[config.mk]
export PLATFORM = sky130hd
export DESIGN_NAME = xml_character_tokenizer
export DESIGN_NICKNAME = d
export VERILOG_FILES = /design/src/rtl/xct_pkg.sv /design/src/rtl/xct_front.sv /design/src/rtl/xct_queue.sv /design/src/rtl/xct_back.sv /design/src/rtl/xml_character_tokenizer.sv
export SDC_FILE = /design/constraint.sdc
export NUM_CORES = 1
export LEC_CHECK = 0
export ABC_AREA = 1
export BUFFER_PORTS_ARGS = -buffer_cell sky130_fd_sc_hd__buf_4
export CORE_MARGIN = 1.5
export CORE_UTILIZATION = 57
export CTS_BUF_LIST = sky130_fd_sc_hd__clkbuf_8
export CTS_CLUSTER_DIAMETER = 50
export CTS_CLUSTER_SIZE = 28
export DETAILED_ROUTE_END_ITERATION = 6
export PLACE_DENSITY_LB_ADDON = 0.25
export SLEW_MARGIN = 20
export SYNTH_ARGS = -nofsm -noshare
export SYNTH_HDL_FRONTEND = slang
export SYNTH_SLANG_ARGS = --single-unit
[constraint.sdc]
create_clock -name i_clk -period 8 [get_ports i_clk]
set_clock_uncertainty 0.15 [all_clocks]
set_input_delay 0.4 -clock i_clk [delete_from_list [all_inputs] [get_ports i_clk]]
set_output_delay 0.4 -clock i_clk [all_outputs]
set_load 0.01 [all_outputs]
[src/rtl/xct_pkg.sv]
// Shared types, character codes and delimiter codes for the XML tokenizer.
package xct_pkg;

    // Default sizes
    localparam int XCT_POSITION_BITS = 20;
    localparam int XCT_QUEUE_DEPTH   = 4;
    localparam int XCT_OFFSET_BITS   = 20;

    // Character codes
    localparam logic [7:0] CH_LT        = 8'h3C;
    localparam logic [7:0] CH_GT        = 8'h3E;
    localparam logic [7:0] CH_QUESTION  = 8'h3F;
    localparam logic [7:0] CH_BANG      = 8'h21;
    localparam logic [7:0] CH_EQUAL     = 8'h3D;
    localparam logic [7:0] CH_SLASH     = 8'h2F;
    localparam logic [7:0] CH_SQUOTE    = 8'h27;
    localparam logic [7:0] CH_DQUOTE    = 8'h22;
    localparam logic [7:0] CH_BACKSLASH = 8'h5C;
    localparam logic [7:0] CH_SPACE     = 8'h20;
    localparam logic [7:0] CH_TAB       = 8'h09;
    localparam logic [7:0] CH_CR        = 8'h0D;

    // Delimiter codes as reported on the output
    localparam logic [2:0] PC_LT       = 3'd0;
    localparam logic [2:0] PC_GT       = 3'd1;
    localparam logic [2:0] PC_QUESTION = 3'd2;
    localparam logic [2:0] PC_BANG     = 3'd3;
    localparam logic [2:0] PC_EQUAL    = 3'd4;
    localparam logic [2:0] PC_SLASH    = 3'd5;

    typedef enum logic [1:0] {
        Q_NONE   = 2'd0,
        Q_SINGLE = 2'd1,
        Q_DOUBLE = 2'd2
    } t_quote;

    typedef enum logic [1:0] {
        T_NONE  = 2'd0,
        T_OPEN  = 2'd1,
        T_CLOSE = 2'd2
    } t_tag;

    // Classification of one byte, produced by the front end
    typedef struct packed {
        logic       sod;
        logic       ws;
        logic       squote;
        logic       dquote;
        logic       backslash;
        logic       punct_hit;
        logic [2:0] punct_code;
    } t_char_class;

endpackage

[src/rtl/xct_front.sv]
// Front end: accepts bytes, classifies them and stamps each with its offset.
module xct_front #(
    parameter int POSITION_BITS = xct_pkg::XCT_POSITION_BITS
) (
    input  logic                       i_clk,
    input  logic                       i_rst_n,
    input  logic                       i_accept,
    input  logic [7:0]                 i_byte_value,
    input  logic                       i_start_of_document,
    output xct_pkg::t_char_class       o_class,
    output logic [POSITION_BITS-1:0]   o_position
);
    import xct_pkg::*;

    logic [POSITION_BITS-1:0] r_pos;
    logic [POSITION_BITS-1:0] n_pos;
    logic [POSITION_BITS-1:0] base_pos;

    // Offset of this byte; start of document restarts at zero
    assign base_pos   = i_start_of_document ? '0 : r_pos;
    assign o_position = base_pos;
    assign n_pos      = (&base_pos) ? base_pos : base_pos + 1'b1;

    always_ff @(posedge i_clk) begin
        if (!i_rst_n) begin
            r_pos <= '0;
        end else if (i_accept) begin
            r_pos <= n_pos;
        end
    end

    // Byte classification
    always_comb begin
        o_class            = '0;
        o_class.sod        = i_start_of_document;
        o_class.ws         = i_byte_value inside {CH_SPACE, [CH_TAB:CH_CR]};
        o_class.squote     = (i_byte_value == CH_SQUOTE);
        o_class.dquote     = (i_byte_value == CH_DQUOTE);
        o_class.backslash  = (i_byte_value == CH_BACKSLASH);
        o_class.punct_hit  = 1'b1;
        case (i_byte_value)
            CH_LT:       o_class.punct_code = PC_LT;
            CH_GT:       o_class.punct_code = PC_GT;
            CH_QUESTION: o_class.punct_code = PC_QUESTION;
            CH_BANG:     o_class.punct_code = PC_BANG;
            CH_EQUAL:    o_class.punct_code = PC_EQUAL;
            CH_SLASH:    o_class.punct_code = PC_SLASH;
            default: begin
                o_class.punct_hit  = 1'b0;
                o_class.punct_code = PC_LT;
            end
        endcase
    end

endmodule

[src/rtl/xct_queue.sv]
// Short queue of classified words between front end and back end.
module xct_queue #(
    parameter int POSITION_BITS = xct_pkg::XCT_POSITION_BITS,
    parameter int QUEUE_DEPTH   = xct_pkg::XCT_QUEUE_DEPTH
) (
    input  logic                       i_clk,
    input  logic                       i_rst_n,
    input  logic                       i_push,
    input  xct_pkg::t_char_class       i_class,
    input  logic [POSITION_BITS-1:0]   i_position,
    input  logic                       i_pop,
    output logic                       o_full,
    output logic                       o_empty,
    output xct_pkg::t_char_class       o_class,
    output logic [POSITION_BITS-1:0]   o_position
);
    import xct_pkg::*;

    localparam int PTR_BITS = (QUEUE_DEPTH > 1) ? $clog2(QUEUE_DEPTH) : 1;
    localparam int CNT_BITS = $clog2(QUEUE_DEPTH + 1);
    localparam logic [PTR_BITS-1:0] LAST_PTR = PTR_BITS'(QUEUE_DEPTH - 1);
    localparam logic [CNT_BITS-1:0] FULL_CNT = CNT_BITS'(QUEUE_DEPTH);

    t_char_class              r_class [QUEUE_DEPTH];
    logic [POSITION_BITS-1:0] r_pos   [QUEUE_DEPTH];
    logic [PTR_BITS-1:0]      r_wr_ptr;
    logic [PTR_BITS-1:0]      r_rd_ptr;
    logic [CNT_BITS-1:0]      r_count;
    logic [PTR_BITS-1:0]      n_wr_ptr;
    logic [PTR_BITS-1:0]      n_rd_ptr;
    logic [CNT_BITS-1:0]      n_count;

    assign o_full     = (r_count == FULL_CNT);
    assign o_empty    = (r_count == '0);
    assign o_class    = r_class[r_rd_ptr];
    assign o_position = r_pos[r_rd_ptr];

    // Pointer and fill count update
    always_comb begin
        n_wr_ptr = r_wr_ptr;
        n_rd_ptr = r_rd_ptr;
        n_count  = r_count;
        if (i_push) begin
            n_wr_ptr = (r_wr_ptr == LAST_PTR) ? '0 : r_wr_ptr + 1'b1;
        end
        if (i_pop) begin
            n_rd_ptr = (r_rd_ptr == LAST_PTR) ? '0 : r_rd_ptr + 1'b1;
        end
        if (i_push && !i_pop) begin
            n_count = r_count + 1'b1;
        end else if (i_pop && !i_push) begin
            n_count = r_count - 1'b1;
        end
    end

    always_ff @(posedge i_clk) begin
        if (!i_rst_n) begin
            r_wr_ptr <= '0;
            r_rd_ptr <= '0;
            r_count  <= '0;
        end else begin
            r_wr_ptr <= n_wr_ptr;
            r_rd_ptr <= n_rd_ptr;
            r_count  <= n_count;
        end
    end

    // Storage
    always_ff @(posedge i_clk) begin
        if (i_push) begin
            r_class[r_wr_ptr] <= i_class;
            r_pos[r_wr_ptr]   <= i_position;
        end
    end

`ifndef ASSERT_OFF
    a_count_bound: assert property (@(posedge i_clk) disable iff (!i_rst_n)
        r_count <= FULL_CNT)
        else $error("queue count beyond depth");
    a_no_pop_empty: assert property (@(posedge i_clk) disable iff (!i_rst_n)
        (r_count == '0) |-> !i_pop)
        else $error("pop from empty queue");
    a_ptr_gap: assert property (@(posedge i_clk) disable iff (!i_rst_n)
        (r_count == '0) |-> (r_wr_ptr == r_rd_ptr))
        else $error("empty queue with pointers apart");
`endif

endmodule

[src/rtl/xct_back.sv]
// Back end: quote, tag and token tracking with a registered result word.
module xct_back #(
    parameter int POSITION_BITS = xct_pkg::XCT_POSITION_BITS
) (
    input  logic                                   i_clk,
    input  logic                                   i_rst_n,
    input  logic                                   i_word_valid,
    input  xct_pkg::t_char_class                   i_class,
    input  logic [POSITION_BITS-1:0]               i_position,
    output logic                                   o_pop,
    input  logic                                   i_out_stall,
    output logic                                   o_out_valid,
    output logic                                   o_text_valid,
    output logic [xct_pkg::XCT_OFFSET_BITS-1:0]    o_text_start,
    output logic [xct_pkg::XCT_OFFSET_BITS-1:0]    o_text_length,
    output logic                                   o_punct_valid,
    output logic [2:0]                             o_punct_code,
    output logic [xct_pkg::XCT_OFFSET_BITS-1:0]    o_punct_position
);
    import xct_pkg::*;

    localparam int OW = XCT_OFFSET_BITS;
    localparam int EW = OW + POSITION_BITS;

    // Tokenizer state
    t_quote                   r_quote;
    t_tag                     r_tag;
    logic                     r_prev_bs;
    logic                     r_has_content;
    logic [POSITION_BITS-1:0] r_tok_begin;
    t_quote                   n_quote;
    t_tag                     n_tag;
    logic                     n_prev_bs;
    logic                     n_has_content;
    logic [POSITION_BITS-1:0] n_tok_begin;

    // Result register
    logic                     r_out_valid;
    logic                     r_text_valid;
    logic [OW-1:0]            r_text_start;
    logic [OW-1:0]            r_text_length;
    logic                     r_punct_valid;
    logic [2:0]               r_punct_code;
    logic [OW-1:0]            r_punct_position;

    // Current state, with start of document applied
    t_quote                   cur_quote;
    t_tag                     cur_tag;
    logic                     cur_prev_bs;
    logic                     cur_has_content;
    logic [POSITION_BITS-1:0] cur_tok_begin;

    logic                     ends;
    logic                     text_hit;
    logic                     punct_hit;
    logic [POSITION_BITS-1:0] pos_inc;
    logic [POSITION_BITS-1:0] tok_len;
    logic [EW-1:0]            ext_start;
    logic [EW-1:0]            ext_len;
    logic [EW-1:0]            ext_pos;

    assign o_pop = i_word_valid && (!r_out_valid || !i_out_stall);

    assign cur_quote       = i_class.sod ? Q_NONE : r_quote;
    assign cur_tag         = i_class.sod ? T_NONE : r_tag;
    assign cur_prev_bs     = i_class.sod ? 1'b0 : r_prev_bs;
    assign cur_has_content = i_class.sod ? 1'b0 : r_has_content;
    assign cur_tok_begin   = i_class.sod ? '0 : r_tok_begin;

    assign pos_inc = (&i_position) ? i_position : i_position + 1'b1;

    // Next-state logic
    always_comb begin
        n_quote       = cur_quote;
        n_tag         = cur_tag;
        n_prev_bs     = i_class.backslash;
        n_has_content = cur_has_content;
        n_tok_begin   = cur_tok_begin;
        ends          = 1'b0;
        punct_hit     = 1'b0;

        // quote tracking, one byte of escape look-back
        if (i_class.squote && cur_quote != Q_DOUBLE && !cur_prev_bs) begin
            n_quote = (cur_quote == Q_NONE) ? Q_SINGLE : Q_NONE;
        end else if (i_class.dquote && cur_quote != Q_SINGLE && !cur_prev_bs) begin
            n_quote = (cur_quote == Q_NONE) ? Q_DOUBLE : Q_NONE;
        end

        // boundaries only outside quotes
        if (n_quote == Q_NONE) begin
            if (cur_tag == T_OPEN && i_class.ws) begin
                ends = 1'b1;
            end else if (i_class.punct_hit &&
                         (i_class.punct_code == PC_LT || i_class.punct_code == PC_GT ||
                          cur_tag == T_OPEN)) begin
                ends      = 1'b1;
                punct_hit = 1'b1;
                if (i_class.punct_code == PC_LT) begin
                    n_tag = T_OPEN;
                end else if (i_class.punct_code == PC_GT) begin
                    n_tag = T_CLOSE;
                end
            end
        end

        if (ends) begin
            n_tok_begin   = pos_inc;
            n_has_content = 1'b0;
        end else if (!i_class.ws) begin
            n_has_content = 1'b1;
        end
    end

    // Result logic
    always_comb begin
        text_hit  = ends && cur_has_content;
        tok_len   = (i_position > cur_tok_begin) ? i_position - cur_tok_begin : '0;
        ext_start = {{OW{1'b0}}, (text_hit ? cur_tok_begin : {POSITION_BITS{1'b0}})};
        ext_len   = {{OW{1'b0}}, (text_hit ? tok_len : {POSITION_BITS{1'b0}})};
        ext_pos   = {{OW{1'b0}}, (punct_hit ? i_position : {POSITION_BITS{1'b0}})};
    end

    // State registers
    always_ff @(posedge i_clk) begin
        if (!i_rst_n) begin
            r_quote       <= Q_NONE;
            r_tag         <= T_NONE;
            r_prev_bs     <= 1'b0;
            r_has_content <= 1'b0;
            r_tok_begin   <= '0;
        end else if (o_pop) begin
            r_quote       <= n_quote;
            r_tag         <= n_tag;
            r_prev_bs     <= n_prev_bs;
            r_has_content <= n_has_content;
            r_tok_begin   <= n_tok_begin;
        end
    end

    // Output word valid
    always_ff @(posedge i_clk) begin
        if (!i_rst_n) begin
            r_out_valid <= 1'b0;
        end else if (o_pop) begin
            r_out_valid <= text_hit || punct_hit;
        end else if (!i_out_stall) begin
            r_out_valid <= 1'b0;
        end
    end

    // Output word payload
    always_ff @(posedge i_clk) begin
        if (o_pop) begin
            r_text_valid     <= text_hit;
            r_text_start     <= ext_start[OW-1:0];
            r_text_length    <= ext_len[OW-1:0];
            r_punct_valid    <= punct_hit;
            r_punct_code     <= punct_hit ? i_class.punct_code : PC_LT;
            r_punct_position <= ext_pos[OW-1:0];
        end
    end

    assign o_out_valid      = r_out_valid;
    assign o_text_valid     = r_text_valid;
    assign o_text_start     = r_text_start;
    assign o_text_length    = r_text_length;
    assign o_punct_valid    = r_punct_valid;
    assign o_punct_code     = r_punct_code;
    assign o_punct_position = r_punct_position;

`ifndef ASSERT_OFF
    a_word_has_token: assert property (@(posedge i_clk) disable iff (!i_rst_n)
        r_out_valid |-> (r_text_valid || r_punct_valid))
        else $error("result word with no token");
    a_no_token_in_quote: assert property (@(posedge i_clk) disable iff (!i_rst_n)
        (o_pop && r_quote != Q_NONE && !i_class.sod && !i_class.squote &&
         !i_class.dquote) |=> !r_out_valid)
        else $error("token found inside quotes");
    a_hold_stalled: assert property (@(posedge i_clk) disable iff (!i_rst_n)
        (r_out_valid && i_out_stall) |=> (r_out_valid && $stable(r_text_start) &&
                                          $stable(r_punct_position)))
        else $error("stalled result word lost or changed");
`endif

endmodule

[src/rtl/xml_character_tokenizer.sv]
// An accepted byte enters the queue; its result word is registered as the back end pops it.
// Throughput: one byte per cycle while o_in_stall is low; the back end state update is combinational.
// A four-word queue parts the front end from the back end, so the input keeps
// flowing while a result word waits on a stalled output, until the queue fills.
// Reset: synchronous, active low; clears offsets, quote, tag and token state and the queue.
module xml_character_tokenizer #(
    parameter int POSITION_BITS = xct_pkg::XCT_POSITION_BITS,
    parameter int QUEUE_DEPTH   = xct_pkg::XCT_QUEUE_DEPTH
) (
    input  logic                                   i_clk,
    input  logic                                   i_rst_n,
    input  logic                                   i_in_valid,
    output logic                                   o_in_stall,
    input  logic [7:0]                             i_byte_value,
    input  logic                                   i_start_of_document,
    output logic                                   o_out_valid,
    input  logic                                   i_out_stall,
    output logic                                   o_text_valid,
    output logic [xct_pkg::XCT_OFFSET_BITS-1:0]    o_text_start,
    output logic [xct_pkg::XCT_OFFSET_BITS-1:0]    o_text_length,
    output logic                                   o_punct_valid,
    output logic [2:0]                             o_punct_code,
    output logic [xct_pkg::XCT_OFFSET_BITS-1:0]    o_punct_position
);
    import xct_pkg::*;

    logic                     accept;
    logic                     q_full;
    logic                     q_empty;
    logic                     pop;
    t_char_class              front_class;
    logic [POSITION_BITS-1:0] front_pos;
    t_char_class              head_class;
    logic [POSITION_BITS-1:0] head_pos;

    assign o_in_stall = q_full;
    assign accept     = i_in_valid && !q_full;

    xct_front #(
        .POSITION_BITS(POSITION_BITS)
    ) u_front (
        .i_clk               (i_clk),
        .i_rst_n             (i_rst_n),
        .i_accept            (accept),
        .i_byte_value        (i_byte_value),
        .i_start_of_document (i_start_of_document),
        .o_class             (front_class),
        .o_position          (front_pos)
    );

    xct_queue #(
        .POSITION_BITS(POSITION_BITS),
        .QUEUE_DEPTH  (QUEUE_DEPTH)
    ) u_queue (
        .i_clk      (i_clk),
        .i_rst_n    (i_rst_n),
        .i_push     (accept),
        .i_class    (front_class),
        .i_position (front_pos),
        .i_pop      (pop),
        .o_full     (q_full),
        .o_empty    (q_empty),
        .o_class    (head_class),
        .o_position (head_pos)
    );

    xct_back #(
        .POSITION_BITS(POSITION_BITS)
    ) u_back (
        .i_clk            (i_clk),
        .i_rst_n          (i_rst_n),
        .i_word_valid     (!q_empty),
        .i_class          (head_class),
        .i_position       (head_pos),
        .o_pop            (pop),
        .i_out_stall      (i_out_stall),
        .o_out_valid      (o_out_valid),
        .o_text_valid     (o_text_valid),
        .o_text_start     (o_text_start),
        .o_text_length    (o_text_length),
        .o_punct_valid    (o_punct_valid),
        .o_punct_code     (o_punct_code),
        .o_punct_position (o_punct_position)
    );

endmodule
==> results of run 1 <==
==> kinds of logic (layout without fill, tap and decap cells) <==
| family | count (synthesis) | count (layout) | synth area share |
|---|---|---|---|
| simple gates | 647 | 647 | 0.240 |
| flops | 237 | 237 | 0.558 |
| buf+inv | 182 | 269 | 0.0687 |
| compound gates | 170 | 170 | 0.0785 |
| fa+ha+maj | 30 | 30 | 0.0332 |
| xor+xnor | 29 | 29 | 0.0216 |
==> through the flow <==
| step | std cells | util | area [sq um] |
|---|---|---|---|
| floorplan | 1295 | - | 11700 |
| global placement | 1605 | 0.616 | 12500 |
| detailed placement | 1605 | 0.616 | 12500 |
| CTS | 1652 | 0.644 | 13000 |
| global route | 1652 | 0.644 | 13000 |
| finish | 1652 | 0.644 | 13000 |
==> per-layer routing <==
layer / routed length [um] / vias up / track usage
met4: 1050 / 0 / 0.109
li1: - / 4471 / -
met5: 0 / - / 0
met2: 12900 / 298 / 0.426
met3: 1530 / 81 / 0.0350
met1: 11300 / 4238 / 0.329
==> power by group <==
part | switching (mW) | internal (mW) | total [mW]
Combinational | 1.67 | 0.795 | 2.47
Sequential | 0.106 | 1.67 | 1.78
Clock | 0.493 | 0.325 | 0.818
==> critical path: cells and delay by family (launching register included) <==
kind / cells / cell delay, ns
simple gates: 13 / 1.59
fa+ha+maj: 2 / 0.60
flops: 1 / 0.33
buf+inv: 5 / 1.51
compound gates: 2 / 0.39
==> cell usage in the layout, fill, tap and decap left out, drive strengths merged, types with 2 or more instances in the layout <==
cell type / instances
dfxtp: 56
nor2: 187
xor2: 22
nand4: 13
inv: 141
or2: 3
o21ai: 69
buf: 88
clkinv: 11
ha: 28
nor4: 10
dlygate4sd3: 3
xnor2: 7
clkbuf: 24
a31oi: 12
nand2: 316
edfxtp: 181
nor3: 14
a211oi: 2
o22ai: 3
o31ai: 3
nand3: 101
a21oi: 71
o21bai: 2
fa: 2
clkinvlp: 2
==> registers in the layout, indices dropped and copies added, names as in the netlist, named ones only <==
name                     flops
u_back.r_has_content         1
u_queue.r_rd_ptr             2
u_back.r_tok_begin          20
u_queue.r_count              3
u_back.o_text_valid          1
u_back.r_prev_bs             1
u_queue.r_pos               80
u_back.o_out_valid           1
u_queue.r_wr_ptr             2
u_back.o_punct_code          3
u_front.r_pos               20
u_back.o_punct_valid         1
u_back.r_tag                 2
u_back.o_punct_position     20
u_back.o_text_length        20
u_queue.r_class             36
u_back.o_text_start         20
u_back.r_quote               2
==> timing repair <==
| item | in CTS | in global routing |
|---|---|---|
| hold buffers | 3 | 0 |
| hold endpoints to repair | 8 | 0 |
| buffers inserted | 0 | 0 |
==> layout make-up <==
type | count | share of cell area
inverter | 134 | 0.0391
timing repair buffer | 91 | 0.0533
multi-input combinational | 876 | 0.338
clock buffer | 24 | 0.0254
sequential | 237 | 0.503
tap | 270 | 0.0259
clock inverter | 20 | 0.0154
==> worst max path at each step <==
stage,from,end,slack (ns)
2_1_floorplan,flop,u_back.o_text_length[12]$_SDFFCE_PN0P_,4.63
3_3_place_gp,flop,u_back.o_text_length[13]$_SDFFCE_PN0P_,3.30
3_5_place_dp,flop,u_back.o_text_length[2]$_SDFFCE_PN0P_,3.12
4_1_cts,flop,u_back.o_text_length[2]$_SDFFCE_PN0P_,3.11
5_1_grt,flop,u_back.o_text_length[2]$_SDFFCE_PN0P_,2.52
6_report,flop,u_back.o_text_length[2]$_SDFFCE_PN0P_,3.07
==> out/summary.md, run 1 <==
The run finished with clean final reports. The first detailed-routing pass took 5 iterations. The run gives 212 uV as the largest voltage drop on the vdd net. Via count of the first global-routing pass: 8,619. The type of the setup path with the least slack was reg -> reg. The clock tree buffer depth was 3; the effective utilization at floorplan was 0.581. For the number of nets produced by synthesis, the log shows 1,338. The layout cell share with drive strength beyond 1 works out to 0.129. The die is 147 um wide. The tools report the post-detailed-route DRC marker count as 0.

The run gives 0 as the number of antenna violations at the first check in global routing. The post-synthesis async set-or-reset flop share is 0, and the number of rows created at floorplan is 52. The final setup violation count was 0. The die covers 21,500 sq um. The sum of overflow across all layers after global routing was 0; the number of nets with antenna violations after detailed routing was 0. The commonest cells after synthesis are 307 x sky130_fd_sc_hd__nand2_1, 181 x sky130_fd_sc_hd__edfxtp_1, 171 x sky130_fd_sc_hd__nor2_1. For the total routing usage reported by global routing, the log shows 0.253.

Traced cell by cell, the critical path runs through buf_4 > inv_4 > nand2_1 > nand3_2 > nand2_4 > inv_4 > nor2_1 > ha_1 > inv_1 > fa_1 > nand3_1 > nand2_1 > a21oi_1 > o21ai_0 > nand3_1 > nand2_1 > nand2_1 > nand2_1 > nand2_1 > nor2_4 > inv_2 > nor3_1. The tree is rooted in a sky130_fd_sc_hd__clkbuf_8. For the first-iteration detailed-routing DRC count, the log shows 766. In the post-synthesis netlist, the cell with the most instances is sky130_fd_sc_hd__nand2_1.

Setup repair after global routing left no endpoint under its margin. The run gives 0 as the final count of pins violating max slew. The number of synthesis warnings is 0. Critical path's most frequent cell: sky130_fd_sc_hd__nand2_1. 0 antenna diodes ended up in the layout. Counting flops with a built-in enable in the synthesized netlist gives 181. The run gives 0.358 as the relative max-transition margin.

The tools report the CTS H-tree depth as 1. The path class of the tightest hold or removal check is in -> reg. The fmax was 203 MHz; the cell count after synthesis was 1,295.

Power spread over the standard cell area amounts to 388 nW/um^2. The region available for standard cell placement spans 20,200 sq um. STA puts the critical path data arrival time at 5.09 ns. Worst-case hold path end point: u_back.o_out_valid$_SDFFE_PN0P_. The count of cells along the worst register-to-register path came out at 22. The run gives 3.07 ns as the flop-to-flop setup slack. The placer congestion estimate was 0.918; the final-report hold violation count was 0.

Post-CTS repair changed the size of 0 cells. The sequential element share of the synthesized area was 0.558; the clock latency reported for the late side of the worst-skew pair was 0.58 ns. STA classifies the critical path endpoint as a flop. On the worst path, the slowest cell contributes a delay of 0.48 ns. The clock net in this run drives a total of 237 sinks. The number of port buffers came out at 79. The layout has 1,637 filler cells. The CTS buffer count was 24; the number of max-cap violations was 0. In this run, synthesis produced a sequential element count of 237.

The post-synthesis to final-layout area growth works out to 10.9%. In this run the critical register-to-register path is captured at u_back.o_text_length[2]$_SDFFCE_PN0P_. By area the synthesized netlist is led by sky130_fd_sc_hd__edfxtp_1 46%, sky130_fd_sc_hd__nand2_1 9.8%, sky130_fd_sc_hd__dfxtp_1 9.5%. The height of the chip is 147 um. The worst setup path is launched from a flop. The final hold slack was 0.0272 ns. The highest net fanout along the worst path was 61.

Area fraction of the dominant cell type after synthesis: 0.463. Of all cell types, the one taking the most synthesized area is sky130_fd_sc_hd__edfxtp_1. The average instance area after synthesis works out to 9.07 sq um. Total power for the finished layout comes to 5.06 mW. On the critical path, the stage with the largest delay is an instance of sky130_fd_sc_hd__buf_4.

After layout, the minimum clock period comes to 4.93 ns. Summed over all failing endpoints, the final setup total negative slack is 0 ns. For the I/O pin count, the log shows 80.

For the worst setup path, the data required time is 8.16 ns. The logs give 9,088 for the via count and 18,800 um for the half-perimeter wire length after detailed placement. The logs give 51 for the number of distinct library cell variants in the gate-level netlist after synthesis and 4400 sq um for the area used by multi-input combinational logic.

For the pin with the worst max-slew slack, the measured transition is 0.958 ns. Dividing the detail-routed wire length by the instance count gives 16.2 um. The post-synthesis instance area is 11,700 sq um. TritonCTS built the clock tree. Summed over all layers, the routed wires come to 26,800 um.

In the final layout, flip-flops and latches occupy 6560 sq um. OpenSTA, run right after detailed placement, puts the worst setup slack at 3.12 ns. After the last flow step, the layout net total stands at 1,407. The maximum number of pins on one net before global-route repair is 102, and the clock slew seen by the registers of the worst setup and hold paths is 0.10 ns. The number of vias per cell came out at 5.50.

The part of the cycle the worst path needs is 0.617, and the leakage power of the design is 5.24 nW. The tools report the startpoint of the lowest-slack hold path as i_out_stall. In the synthesized netlist the dominant register cell turns out to be sky130_fd_sc_hd__edfxtp_1.

Cell depth of the worst min-delay path: 3. The global-route wire length before repair was 43,200 um. Final worst-path setup slack: 3.07 ns.
Note: power is estimated with default switching activity, not from simulation.
==> inputs of run 2 (changes only) <==
- clock period: 8 -> 4 ns (I/O delays scaled with it)
==> out/summary.md, run 2 (same netlist as run 1, synthesis figures left out) <==
The post-detailed-placement cell area came out at 12,600 sq um (+0.88%). TritonCTS built the clock tree. The tools report the buffer type at the clock tree root as sky130_fd_sc_hd__clkbuf_8.

The run gives 0 (unchanged) as the final count of pins violating max slew. The first-iteration detailed-routing DRC count was 754 (-1.6%). The cell area power density came out at 784 nW/um^2 (+100%). The flow ran to the end, and the final reports show no timing, DRC or antenna violations.

The number of port buffers is 79 (unchanged). The fraction of power consumed by sequential logic came out at 0.339 (-0.012). The tools report the number of max-cap violations as 0 (unchanged). The tools report the total routing usage reported by global routing as 0.264 (+0.0111). The tools report the global-route wire length before repair as 45,000 um (+4.2%). The net switching component of the power was 4.68 mW (+110%); the number of nets with antenna violations after detailed routing was 0 (unchanged). In the layout the commonest cells are 307 x sky130_fd_sc_hd__nand2_1, 181 x sky130_fd_sc_hd__edfxtp_1, 167 x sky130_fd_sc_hd__nor2_1. The total non-filler cell area in the finished layout was 13,300 sq um (+2.1%); the cell depth of the worst min-delay path was 6 (+3). The via count came out at 9,254 (+1.8%). The net switching share of the total power was 0.449 (about the same). The largest registers in the layout are u_queue.r_pos (80), u_queue.r_class (36). The die extent in x is 147 um (unchanged), and the CTS buffer count is 23 (-4.2%).

The tools report the half-perimeter wire length after detailed placement as 19,500 um (+3.9%). The maximum number of pins on one net before global-route repair was 52 (-49%); the internal power contribution was 5.75 mW (+110%). The placer congestion estimate is 0.956 (+4.1%). The relative max-transition margin was 0.379 (+0.0217). The tools report the worst setup slack after placement as 0.138 ns (-2.99 ns). Part of the cycle the worst path needs: 0.906 (+0.289).

The tools report the leakage power of the design as 5.37 nW (+2.5%). The core footprint is 20,200 sq um (unchanged), and the I/O pin count is 80 (unchanged). The number of sinks driven by the clock tree came out at 237 (unchanged). The clock share of power was 0.170 (+0.008); the clock tree buffer depth was 3 (unchanged). STA classifies the critical path endpoint as a flop. Setup repair after global routing left no endpoint under its margin. The final critical-path required period works out to 3.62 ns (-1.31 ns).

The number of vias per cell is 5.53 (+0.55%). The post-synthesis to final-layout area growth came out at 13.3%. For the number of standard cells in the final layout excluding fillers, the log shows 1,673 (+1.3%). The arrival time at the worst endpoint was 3.78 ns (-1.31 ns). The clock latency reported for the late side of the worst-skew pair is 0.58 ns (about the same), and the count of placed standard cells including taps is 1,618 (+0.81%). The tools report the CTS H-tree depth as 1 (unchanged).

The number of antenna violations at the first check in global routing is 0 (unchanged). The detailed-route wire length per cell is 16.8 um (+3.7%). More flip-flops sit in one register than any other, and that register is u_queue.r_pos.

The tools report the share of total power in combinational logic as 0.491 (+0.004). The register cell area after layout came out at 6560 sq um (unchanged). The final worst-path setup slack is 0.377 ns (-2.69 ns).

The largest voltage drop on the vdd net is 387 uV (+82%), and the final-report hold violation count is 0 (unchanged). For the fmax, the log shows 276 MHz (+36%). Classification of the worst-slack hold path: in -> reg.

The flip-flop count of the largest register, all copies and words added is 80 (unchanged). The flop-to-flop setup slack is 0.38 ns (-2.69 ns), and the sum of overflow across all layers after global routing is 0 (unchanged). The logs give 0 (unchanged) for the post-detailed-route DRC marker count and 4.15 ns (-4.01 ns) for the data required time at the worst endpoint. The tools report the layout net count as 1,429 (+1.6%). Leaving out fill and tap cells, the most frequent cell in the layout is sky130_fd_sc_hd__nand2_1.

The logs give 4400 sq um (unchanged) for the area used by multi-input combinational logic and 1,649 (+0.73%) for the layout filler cell count. The total routed wirelength is 28,100 um (+5.0%). The logs give 8,795 (+2.0%) for the via count of the first global-routing pass and 5 (unchanged) for the count of TritonRoute iterations in the first routing pass.

The worst setup path is launched from a flop. The highest net fanout along the worst path was 33 (-46%). The critical path is of the reg -> reg type. The transition at the pin with the smallest max-transition slack was 0.925 ns (-0.0323 ns).

The clock slew seen by the registers of the worst setup and hold paths was 0.11 ns (about the same). The antenna cell count came out at 0 (unchanged). The number of rows created at floorplan was 52 (unchanged); the count of cells along the worst register-to-register path was 20 (-9.1%).

The effective utilization at floorplan was 0.581 (unchanged); the sum of negative setup slack was 0 ns (unchanged). For the full die area, the log shows 21,500 sq um (unchanged). The final setup violation count is 0 (unchanged), and the layout cell share with drive strength beyond 1 is 0.135 (+0.00663). The height of the chip was 147 um (unchanged). The tools report the startpoint of the lowest-slack hold path as i_in_valid.
-- run 2: cell types whose count changed in the layout (fill, tap and decap cells not counted), moves of 3 or more --
| cell | previous run | this run |
|---|---|---|
| sky130_fd_sc_hd__inv_12 | 1 | 4 |
| sky130_fd_sc_hd__inv_6 | 4 | 0 |
| sky130_fd_sc_hd__buf_4 | 87 | 99 |
| sky130_fd_sc_hd__dlygate4sd3_1 | 3 | 13 |
| sky130_fd_sc_hd__clkinv_8 | 2 | 5 |
| sky130_fd_sc_hd__clkinv_4 | 4 | 1 |
-- run 2: layout make-up --
type,instances,area share
clock buffers,23,0.0238
clock inverters,19,0.0210
inverters,134,0.0385
multi-input cells,876,0.331
flip-flops and latches,237,0.493
well taps,270,0.0254
repair buffers,114,0.0680
-- run 2: worst max-delay path, stage by stage, from the launching register on --
cell and delay [ns]:
sky130_fd_sc_hd__dfxtp_2 0.41, sky130_fd_sc_hd__buf_6 0.27, sky130_fd_sc_hd__o21ai_0 0.16, sky130_fd_sc_hd__nand2_1 0.09
sky130_fd_sc_hd__nand2_2 0.10, sky130_fd_sc_hd__inv_1 0.10, sky130_fd_sc_hd__ha_1 0.16, sky130_fd_sc_hd__inv_1 0.07
sky130_fd_sc_hd__fa_1 0.41, sky130_fd_sc_hd__nand3_1 0.09, sky130_fd_sc_hd__nand2_1 0.08, sky130_fd_sc_hd__a21oi_1 0.20
sky130_fd_sc_hd__o21ai_1 0.15, sky130_fd_sc_hd__nand3_1 0.10, sky130_fd_sc_hd__nand2_1 0.10, sky130_fd_sc_hd__nand2_1 0.08
sky130_fd_sc_hd__nand2_1 0.04, sky130_fd_sc_hd__nand2_1 0.11, sky130_fd_sc_hd__nor2_4 0.05, sky130_fd_sc_hd__inv_4 0.29
sky130_fd_sc_hd__nor3_1 0.11
-- run 2: worst paths after layout --
kind	end
worst max-delay path	u_back.o_text_length[2]$_SDFFCE_PN0P_
worst min-delay path	u_front.r_pos[13]$_SDFFE_PN0P_
worst max register to register	u_back.o_text_length[2]$_SDFFCE_PN0P_
worst min register to register	u_back.r_tok_begin[19]$_SDFFE_PN0P_
-- run 2: stage by stage --
stage	hold WS (ns)	total power, mW	util
2_1_floorplan	0.149	7.09	-
3_3_place_gp	0.302	8.60	0.621
3_5_place_dp	0.305	8.64	0.621
4_1_cts	0.00858	10.4	0.657
5_1_grt	0.0423	11.1	0.658
6_report	0.0283	10.4	0.658
-- run 2: what timing repair did --
item | in CTS | in global routing
setup endpoints to repair | 0 | 19
gates resized for setup | 0 | 4
buffers inserted | 0 | 0
hold buffers | 13 | 0
endpoints found under the hold margin | 56 | 0
-- run 2: routing by layer --
layer / global-route usage / wire, um / vias up / share of wire
li1: - / - / 4514 / -
met1: 0.343 / 11700 / 4317 / 0.42
met2: 0.456 / 13700 / 357 / 0.49
met3: 0.0341 / 1800 / 66 / 0.064
met4: 0.0934 / 868 / 0 / 0.031
met5: 0 / 0 / - / 0
-- run 2: power by group through the flow --
stage	clock network (mW)	logic (mW)	registers, mW
detailed placement	0	5.04	3.59
CTS	1.80	5.07	3.54
floorplan	0	3.32	3.77
global placement	0	5.01	3.59
global route	1.90	5.64	3.59
finish	1.77	5.12	3.54
==> inputs of run 3 (changes only) <==
- REMOVE_ABC_BUFFERS: not set -> 1
- SYNTH_HIERARCHICAL: not set -> 1
==> out/summary.md, run 3 <==
Post-synthesis instance area: 12,500 sq um (+6.8%). The sum of buffers and inverters on the critical path is 3 (-1), and the fmax is 284 MHz (+2.8%). The total routed wirelength was 29,400 um (+4.6%); the via count of the first global-routing pass was 9,174 (+4.3%). The tools report the final-report hold violation count as 0 (unchanged). The arrival time at the worst endpoint was 3.76 ns (-0.02 ns).

In the synthesized netlist, the cells that appear most often are 270 x sky130_fd_sc_hd__nand2_1, 202 x sky130_fd_sc_hd__nor2_1, 181 x sky130_fd_sc_hd__edfxtp_1. The leakage power of the design is 5.60 nW (+4.3%). The number of vias per cell was 5.56 (+0.49%); the number of sinks driven by the clock tree was 237 (unchanged).

For the I/O pin count, the log shows 80 (unchanged). Sum of negative setup slack: 0 ns (unchanged). The relative max-transition margin came out at 0.529 (+0.150). Yosys instantiated no cell more often than sky130_fd_sc_hd__nand2_1. TritonCTS built the clock tree. The average instance area after synthesis was 9.08 sq um (about the same); the total routing usage reported by global routing was 0.260 (-0.00363). The run gives 0 (unchanged) as the sum of overflow across all layers after global routing.

The highest net fanout along the worst path was 56 (+70%); the final count of pins violating max slew was 0 (unchanged). The full die area was 22,900 sq um (+6.7%). The flip-flop count of the largest register, all copies and words added was 80 (unchanged).

Layout net count: 1,514 (+5.9%). The cell class contributing the biggest share of worst-path delay was compound AO/OA/AOI/OAI gates. The transition at the pin with the smallest max-transition slack came out at 0.699 ns (-0.226 ns). The post-synthesis to final-layout area growth was 12.1%. The global-route wire length before repair was 46,300 um (+3.0%); the number of nets with antenna violations after detailed routing was 0 (unchanged).

Setup repair after global routing left no endpoint under its margin. The die extent in x was 151 um (+3.3%); the number of max-cap violations was 0 (unchanged). For the number of setup buffers added after CTS, the log shows 0 (unchanged).

Detailed-route wire length per cell: 16.7 um (-0.98%). The commonest non-fill, non-tap cell in the layout is sky130_fd_sc_hd__nand2_1. The count of TritonRoute iterations in the first routing pass was 5 (unchanged); the clock latency reported for the late side of the worst-skew pair was 0.58 ns (about the same). The tools report the final setup violation count as 0 (unchanged). The layout cell share with drive strength beyond 1 was 0.172 (+0.0366). For this run, the leading register cell type out of synthesis is sky130_fd_sc_hd__edfxtp_1. The total non-filler cell area in the finished layout is 14,100 sq um (+5.7%).

The largest registers in the layout are u_queue/r_pos (80), u_queue/r_class (36). For the maximum number of pins on one net before global-route repair, the log shows 57 (+9.6%). The run finished with clean final reports. The antenna cell count was 0 (unchanged). The CTS buffer count is 25 (+8.7%). The number of antenna violations at the first check in global routing came out at 0 (unchanged). The placer congestion estimate was 0.983 (+2.8%).

The number of enable-type register cells in the synthesized netlist is 181 (unchanged). The effective utilization at floorplan is 0.579 (-0.00206). The tools report the number of buffers inserted by hold repair at cts as 14 (+1).

The post-synthesis async set-or-reset flop share came out at 0 (unchanged). The height of the chip was 151 um (+3.3%). The tools report the largest voltage drop on the vdd net as 330 uV (-15%). The category of the worst setup path capture point was a flop. The run gives 3 (unchanged) as the clock tree buffer depth.

The cell type contributing the most total cell area after synthesis was sky130_fd_sc_hd__edfxtp_1. Layout filler cell count: 1,805 (+9.5%). The half-perimeter wire length after detailed placement was 21,200 um (+8.5%).

The tools report the buffer type at the clock tree root as sky130_fd_sc_hd__clkbuf_8. Area used by multi-input combinational logic: 5090 sq um (+16%). The cell count after synthesis was 1,382 (+6.7%); the core footprint was 21,700 sq um (+7.2%).

Area fraction of the dominant cell type after synthesis: 0.433 (-0.0295). The run gives 1 (unchanged) as the CTS H-tree depth. The post-layout total power was 10.9 mW (+4.9%). The longest individual stage delay on the worst path was 0.47 ns (+0.06 ns).

By instance count, the cell type seen most on the critical path is sky130_fd_sc_hd__nand3_1. The part of the cycle the worst path needs is 0.881 (-0.0248). The clock slew seen by the registers of the worst setup and hold paths was 0.09 ns (-0.02 ns).

The slowest stage of the critical path belongs to the cell sky130_fd_sc_hd__buf_4. The cell area power density came out at 778 nW/um^2 (-0.72%). The via count was 9,827 (+6.2%); the number of port buffers was 79 (unchanged). Number of instances resized during post-cts repair: 0 (unchanged). The final critical-path required period was 3.52 ns (-0.0991 ns); the data required time at the worst endpoint was 4.24 ns (+0.09 ns). The final hold slack was 0.319 ns (+0.291 ns). The type of the setup path with the least slack was reg -> reg.

The first-iteration detailed-routing DRC count is 698 (-7.4%). Ranked by total cell area, the synthesized netlist is headed by sky130_fd_sc_hd__edfxtp_1 43%, sky130_fd_sc_hd__dfxtp_1 8.9%, sky130_fd_sc_hd__nand2_1 8.1%. The register with the most flip-flops was u_queue/r_pos. The library cells used most frequently in the layout, excluding fill and tap cells, are 270 x sky130_fd_sc_hd__nand2_1, 202 x sky130_fd_sc_hd__nor2_1, 181 x sky130_fd_sc_hd__edfxtp_1. The post-detailed-route DRC marker count is 0 (unchanged), and the synthesis-stage register bit count is 237 (unchanged).

The number of distinct library cell variants in the gate-level netlist after synthesis is 49 (-3.9%). The run gives 13,300 sq um (+5.7%) as the post-detailed-placement cell area. The classification of the worst-slack hold path was reg -> reg. For the register cell area after layout, the log shows 6560 sq um (about the same). The sequential element share of the synthesized area came out at 0.523 (-0.0356). The tools report the startpoint type of the worst setup path as a flop. The tools report the number of rows created at floorplan as 54 (+3.8%). For the number of synthesis warnings, the log shows 6 (+6). The signal on the critical path passes through buf_4 > o21ai_0 > o22ai_2 > inv_1 > fa_1 > inv_1 > nand3_1 > nand2_1 > nand3_1 > nand3_1 > nand3_2 > a21oi_2.
==> run 3: changes by cell type after synthesis, sizes merged, moves of 9 or more <==
cell,change
inv,+12
o22ai,+27
nand4,+9
nor2,+55
nand2,-35
o21ai,+38
==> run 3: path summary, 6_finish.rpt <==
kind,startpoint,endpoint,slack [ns],cells after the start
setup / recovery,flop,u_back/o_text_length[12]$_SDFFCE_PN0P_,0.48,12
setup reg to reg,flop,u_back/o_text_length[12]$_SDFFCE_PN0P_,0.48,12
hold reg to reg,u_back/r_tok_begin[13]$_SDFFE_PN0P_,u_back/r_tok_begin[13]$_SDFFE_PN0P_,0.32,2
hold / removal,u_back/r_tok_begin[13]$_SDFFE_PN0P_,u_back/r_tok_begin[13]$_SDFFE_PN0P_,0.32,2
==> run 3: logic make-up after synthesis <==
| logic type | Yosys count | synth area share |
|---|---|---|
| xor gates and xnor gates | 16 | 0.0112 |
| and+or+nand+nor | 673 | 0.250 |
| adders and majority gates | 31 | 0.0321 |
| AOI/OAI and AO/OA | 228 | 0.112 |
| buffers and inverters | 197 | 0.0720 |
| DFF | 237 | 0.523 |
==> run 3: worst min-delay path: stages (launching register included) <==
cell and delay (ns):
sky130_fd_sc_hd__dfxtp_1 0.31, sky130_fd_sc_hd__nand2_1 0.06, sky130_fd_sc_hd__a21oi_1 0.06
==> run 3: stage by stage <==
step                      setup slack [ns]   util  instances
after floorplan                     -0.599      -       1333
after global placement               0.580  0.613       1709
after detailed placement             0.507  0.613       1709
after CTS                            0.452  0.648       1768
after global routing                 0.171  0.648       1768
final                                0.476  0.648       1768
==> run 3: final cells by class <==
cell class,instances,area share
clock inverter,18,0.0183
clock buffer,27,0.0264
timing repair buffer,110,0.0621
multi-input combinational,948,0.362
sequential,237,0.466
inverter,148,0.0400
tap,280,0.0249
==> run 3: power breakdown <==
part | internal (mW) | switching [mW] | leakage (nW)
sequential | 3.35 | 0.206 | 2.18
combinational | 1.83 | 3.69 | 3.10
clock | 0.854 | 1.02 | 0.320
==> run 3: routing by layer <==
layer | vias to the layer above | part of all wire | GRT usage
li1 | 4836 | - | -
met1 | 4600 | 0.41 | 0.330
met2 | 319 | 0.50 | 0.455
met3 | 72 | 0.052 | 0.0283
met4 | 0 | 0.039 | 0.103
met5 | - | 0 | 0
